## src/rtl/plim_pkg.sv

```systemverilog
// Shared widths, command codes and controller states of the piecewise linear interpolator.
package plim_pkg;

    localparam int DATA_W         = 32;
    localparam int IDX_W          = 10;
    localparam int CNT_W          = 11;
    localparam int FRAC_W         = 16;
    localparam int DEF_MAX_POINTS = 1024;

    localparam logic CMD_LOAD  = 1'b0;
    localparam logic CMD_QUERY = 1'b1;

    typedef enum logic [3:0] {
        S_IDLE,
        S_END0,
        S_END1,
        S_DOWN,
        S_UP,
        S_DIFF,
        S_FRAC,
        S_DIV,
        S_MUL,
        S_SUM,
        S_OUT
    } plim_state_t;

endpackage

```

## src/rtl/plim_div.sv

```systemverilog
// Restoring divider that forms a 16-bit fraction num/den, one quotient bit per cycle.
module plim_div (
    input  logic                        clk,
    input  logic                        rst_n,
    input  logic                        start,
    input  logic [plim_pkg::DATA_W-1:0] num,
    input  logic [plim_pkg::DATA_W-1:0] den,
    output logic                        done,
    output logic [plim_pkg::FRAC_W-1:0] quot
);

    import plim_pkg::*;

    localparam int STEP_W = $clog2(FRAC_W + 1);

    logic              busy_reg, busy_next;
    logic              done_reg, done_next;
    logic [STEP_W-1:0] cnt_reg, cnt_next;
    logic [DATA_W-1:0] rem_reg, rem_next;
    logic [DATA_W-1:0] den_reg, den_next;
    logic [FRAC_W-1:0] quot_reg, quot_next;
    logic [DATA_W:0]   rem_shift;
    logic [DATA_W:0]   rem_diff;
    logic              fits;

    always_comb
    begin
        rem_shift  = {rem_reg, 1'b0};
        rem_diff   = rem_shift - {1'b0, den_reg};
        fits       = rem_shift >= {1'b0, den_reg};
        busy_next  = busy_reg;
        done_next  = 1'b0;
        cnt_next   = cnt_reg;
        rem_next   = rem_reg;
        den_next   = den_reg;
        quot_next  = quot_reg;
        if (start)
        begin
            busy_next = 1'b1;
            cnt_next  = STEP_W'(FRAC_W);
            rem_next  = num;
            den_next  = den;
            quot_next = '0;
        end
        else if (busy_reg)
        begin
            rem_next  = fits ? rem_diff[DATA_W-1:0] : rem_shift[DATA_W-1:0];
            quot_next = {quot_reg[FRAC_W-2:0], fits};
            cnt_next  = cnt_reg - STEP_W'(1);
            if (cnt_reg == STEP_W'(1))
            begin
                busy_next = 1'b0;
                done_next = 1'b1;
            end
        end
    end

    always_ff @(posedge clk or negedge rst_n)
    begin
        if (!rst_n)
        begin
            busy_reg <= 1'b0;
            done_reg <= 1'b0;
            cnt_reg  <= '0;
        end
        else
        begin
            busy_reg <= busy_next;
            done_reg <= done_next;
            cnt_reg  <= cnt_next;
        end
    end

    always_ff @(posedge clk)
    begin
        rem_reg  <= rem_next;
        den_reg  <= den_next;
        quot_reg <= quot_next;
    end

    assign done = done_reg;
    assign quot = quot_reg;

endmodule

```

## config.mk

```make
export PLATFORM = sky130hd
export DESIGN_NAME = plim_div
export DESIGN_NICKNAME = d
export VERILOG_FILES = /design/src/rtl/plim_pkg.sv /design/src/rtl/plim_div.sv
export SDC_FILE = /design/constraint.sdc
export NUM_CORES = 1
export LEC_CHECK = 0
export ABC_CLOCK_PERIOD_IN_PS = 2900
export BUFFER_PORTS_ARGS = -buffer_cell sky130_fd_sc_hd__buf_2
export CAP_MARGIN = 20
export CORE_ASPECT_RATIO = 1.75
export CORE_UTILIZATION = 54
export CTS_BUF_LIST = sky130_fd_sc_hd__clkbuf_8
export CTS_CLUSTER_DIAMETER = 80
export DETAILED_ROUTE_END_ITERATION = 7
export PLACE_DENSITY = 0.85
export SETUP_SLACK_MARGIN = 0.2
export SYNTH_ARGS = -nofsm -noshare
export SYNTH_HDL_FRONTEND = slang
export SYNTH_SLANG_ARGS = --single-unit
export TNS_END_PERCENT = 20
```

## constraint.sdc

```tcl
create_clock -name clk -period 2.9 [get_ports clk]
set_clock_uncertainty 0.2 [all_clocks]
set_input_delay 0.145 -clock clk [delete_from_list [all_inputs] [get_ports clk]]
set_output_delay 0.145 -clock clk [all_outputs]
set_load 0.02 [all_outputs]
```

# After elaboration in Yosys (flattened, before gate mapping)
# Cells that the tools add are included.
# op_classes
order_cmp	1
reduce_logical	1
n_eq_ne	1
n_addsub	2
mux	11
# ops
op	count
32-bit two-way mux	3
33-bit by 32-bit greater-or-equal comparator with 1-bit output	1
32-bit subtractor	1
5-bit two-way mux	2
1-bit two-way mux	6
5-bit by 1-bit == test with 1-bit output (second input constant)	1
5-bit by 1-bit subtractor with 5-bit output (second input constant)	1
2-bit nonzero test	1
# totals
wordCells	22
ff_bits	87

# Depth between registers and ports, before layout
# logic_depth
ltp_word	4
depth_mapped	13
ltp_nobuf	10

# Least setup slack after synthesis
# No wires, ideal clock.
# synth_path
path_kind	register to register
startpoint	reg rem_reg[10]
endpoint	reg rem_reg[1], data pin
stages_incl_launch_ff	12
path_slack_ps	-286
n_path_buf	2
arrival_ps	2726
setup_time_ps	260
required_ps	2440
synth_period_minus_slack_ps	3186
cell_sequence	edfxtp_1 -> ha_1 -> buf_2 -> nand4_1 -> or4_4 -> a211o_1 -> nor4b_4 -> nor4_4 -> or2_4 -> buf_6 -> a21oi_2 -> mux2_4
# synth_between
elab_chain_len	4
# synth_rtl
element	line_no	rtl
from (decl)	plim_div.sv:19	logic [DATA_W-1:0] rem_reg, rem_next;
from (signal assigned)	plim_div.sv:76	rem_reg <= rem_next;
33-bit by 32-bit greater-or-equal comparator with 1-bit output	plim_div.sv:30	fits = rem_shift >= {1'b0, den_reg};
32-bit two-way mux	plim_div.sv:47	rem_next = fits ? rem_diff[DATA_W-1:0] : rem_shift[DATA_W-1:0];
32-bit two-way mux	plim_div.sv:45	else if (busy_reg)
32-bit two-way mux	plim_div.sv:37	if (start)
named net rem_next[1]	plim_div.sv:19	
# The timed path passes the listed nets, and every way through them passes these cells. The select of a mux whose other input is x is not followed.
# A chain may end at the register's enable or synchronous reset.

# Worst setup path after layout
# layout_path
startpoint	reg rem_reg[11]
endpoint	reg rem_reg[1], data pin
# Same word-level chain as after synthesis.

==> metrics.cfg <==
[floorplan]
coreArea_um2 = 9790
start_util_pct = 55.4
die_h_um = 135
row_count = 48
die_x_um = 77.7
die_area_um2 = 10500
ios = 84

[yosys]
synth_cell_types = 64
async_flop_share_pct = 8.05
synth.avg_cell_area_um2 = 9.70
ys_seq_elements = 87
synth-seq-area-share_pct = 44.6
synth_edf_count = 64
synth_nets = 661
synth_top_area_share_pct = 35.5
yosys_most_used_dff = edfxtp_1
synth_common_cells = 66 x nand2_1, 64 x edfxtp_1, 48 x nor2_1
syn_inst = 559
synth_most_common_cell = nand2_1
yosysTopAreaCell = edfxtp_1
netlist_area_um2 = 5420
yosysWarnings = 0
synth_area_leaders = edfxtp_1 35%, ha_1 7.8%, dfxtp_1 5.9%

[route]
via_per_inst = 5.68
vias = 5250
postRouteAntennaNets = 0
first_iter_violations = 292
wl_um = 16300
wl_per_cell_um = 17.7
dr.pass1.iters = 5
drc = 0

[grt]
gr-total-overflow = 0
grt_first_pass_wirelength_um = 25700
grt_max_degree = 50
gr-usage-all-layers_pct = 32.2
grt_antenna_before_repair = 0
grt_pass1_vias = 5649

[place]
placed_cells = 831
gp_congestion = 0.911
place.port_buffers = 83
dp_hpwl_um = 10600

[cells_and_area]
fill_cells = 584
fin_util_pct = 79.2
seq_area_um2 = 2420
num_antenna_cells = 0
stdcell_count = 925
multi_input_area_um2 = 2940
finalNetCount = 897
area_growth_pct = 43.1
layout-drive-gt1-share_pct = 31.5

[status]
violations = setup timing
outcome = finished with violations

[sta]
timing.final.ws_setup_ps = -364
maxSlewViolCount = 0
hold_violations = 0
slew_headroom_pct = 42.6
period_minus_slack_ps = 3260
finalCritPeriodShare_pct = 113
rsz0062_at_grt = true
setup_viol = 33
tightest_slew_ps = 861
max_freq_ghz = 0.306

[setup_path]
critPathArrivalTime_ps = 3200
critPathKind = reg -> reg
start_kind = flop
worstPathRequired_ps = 2840
end_kind = flop
critPathMaxFanout = 6

[clocking]
cts_tree = done
cts-buffers-inserted = 9
clk_latency_ps = 390
cts_sinks = 87
cts_buffer_depth = 2
cts_max_level = 3
clkTransAtPathRegs_ps = 100
clock-root-buffer = clkbuf_8

[job]
maxCapViolCount = 0

[power_and_ir_drop]
intPower_mw = 4.45
irDropWorstVdd_uv = 546
p_sw_share_pct = 42.8
seqPwrFrac_pct = 25.1
powerDensity_nw_per_um2 = 1000
pwr-share-clk_pct = 11.2
power_switching_mw = 3.32
combinationalPowerShare_pct = 63.7
leakagePower_nw = 3.61

[min_path]
hold_path_class = in -> reg

## layer usage
layer,up-vias,GRT usage (%),share of wire (%)
met1,2495,30.1,35
li1,2495,-,-
met4,0,24.3,5.0
met3,59,4.80,4.0
met2,201,61.3,56
met5,-,0,0
## worst max-delay path, stage by stage, from the launching register on
cell	delay, ps
edfxtp_1	450
ha_4	300
nand4_1	100
or4_4	550
a211o_1	280
nor4b_4	150
nor4_4	260
buf_4	190
or2_4	200
a21oi_2	80
mux2_4	260
## through the flow
stage	worst slack, ps	instance area [µm²]	hold slack (ps)	setup TNS (ps)	power, mW
6_report	-364	7750	120	-10140	7.77
5_1_grt	-469	7750	135	-13460	8.21
4_1_cts	-340	7590	86.0	-9510	7.39
3_5_place_dp	-461	6540	-215	-10970	6.09
3_3_place_gp	-398	6540	-218	-8610	5.98
2_1_floorplan	-282	5430	-351	-4710	4.59
## cell families after synthesis
logic type | after synthesis | synth area share (%)
XOR/XNOR | 27 | 4.36
flip-flops | 87 | 44.6
buffers and inverters | 67 | 5.47
adder cells (fa/ha/maj) | 35 | 8.22
multiplexers | 18 | 3.42
AO/OA/AOI/OAI | 144 | 17.7
AND/OR/NAND/NOR | 181 | 16.2
## path summary, 6_finish.rpt
kind | startpoint | depth (start not counted) | slack [ps] | end
max in group asynchronous | rst_n | 3 | 1720 | cnt_reg[0]
hold reg to reg | quot[15] | 2 | 330 | quot[15]
hold / removal | start | 3 | 120 | quot[2]
setup reg to reg | rem_reg[11] | 10 | -360 | rem_reg[1]
setup / recovery | rem_reg[11] | 10 | -360 | rem_reg[1]
min in group asynchronous | rst_n | 3 | 530 | done
## cell usage in the layout (no fill, tap or decap), drive strengths merged, types with 4 or more instances in the layout
master and instances:
mux2i 17, dlygate4sd3 66, o211ai 7, nand4 4, nor4b 4, edfxtp 64, a21o 17, a31oi 20
or2 6, inv 47, a211oi 12, ha 34, and2 6, a2bb2oi 6, nand3 7, o21bai 4
nor3 13, dfxtp 16, nand2 66, o21ai 18, nand2b 6, a21oi 36, buf 183, nor2 49
xor2 12, o21a 5, nor2b 5, nor4 4, and3 6, dfrtp 7, xnor2 15, clkbuf 9
## power groups by stage
stage	sequential (mW)	combinational, mW	clock (mW)
4_1_cts	1.93	4.58	0.880
3_5_place_dp	1.94	4.15	0
3_3_place_gp	1.92	4.06	0
2_1_floorplan	1.90	2.70	0
5_1_grt	1.99	5.31	0.911
6_report	1.95	4.95	0.868
## cell type report
| class | count | area share (%) |
|---|---|---|
| Timing Repair Buffer | 249 | 24.4 |
| Inverter | 41 | 1.98 |
| Tap cell | 125 | 2.02 |
| Multi-Input combinational cell | 407 | 38.0 |
| Sequential cell | 87 | 31.2 |
| Clock buffer | 9 | 1.60 |
| Clock inverter | 7 | 0.888 |
## timing repair
action | in CTS | in global routing
endpoints found under the hold margin | 71 | 0
gates cloned | 3 | 0
resized for setup | 24 | 30
pin swaps | 18 | 17
hold buffers | 66 | 0
buffers inserted | 6 | 3
endpoints found under the setup margin | 33 | 33
Power figures use the tool's default switching activity.
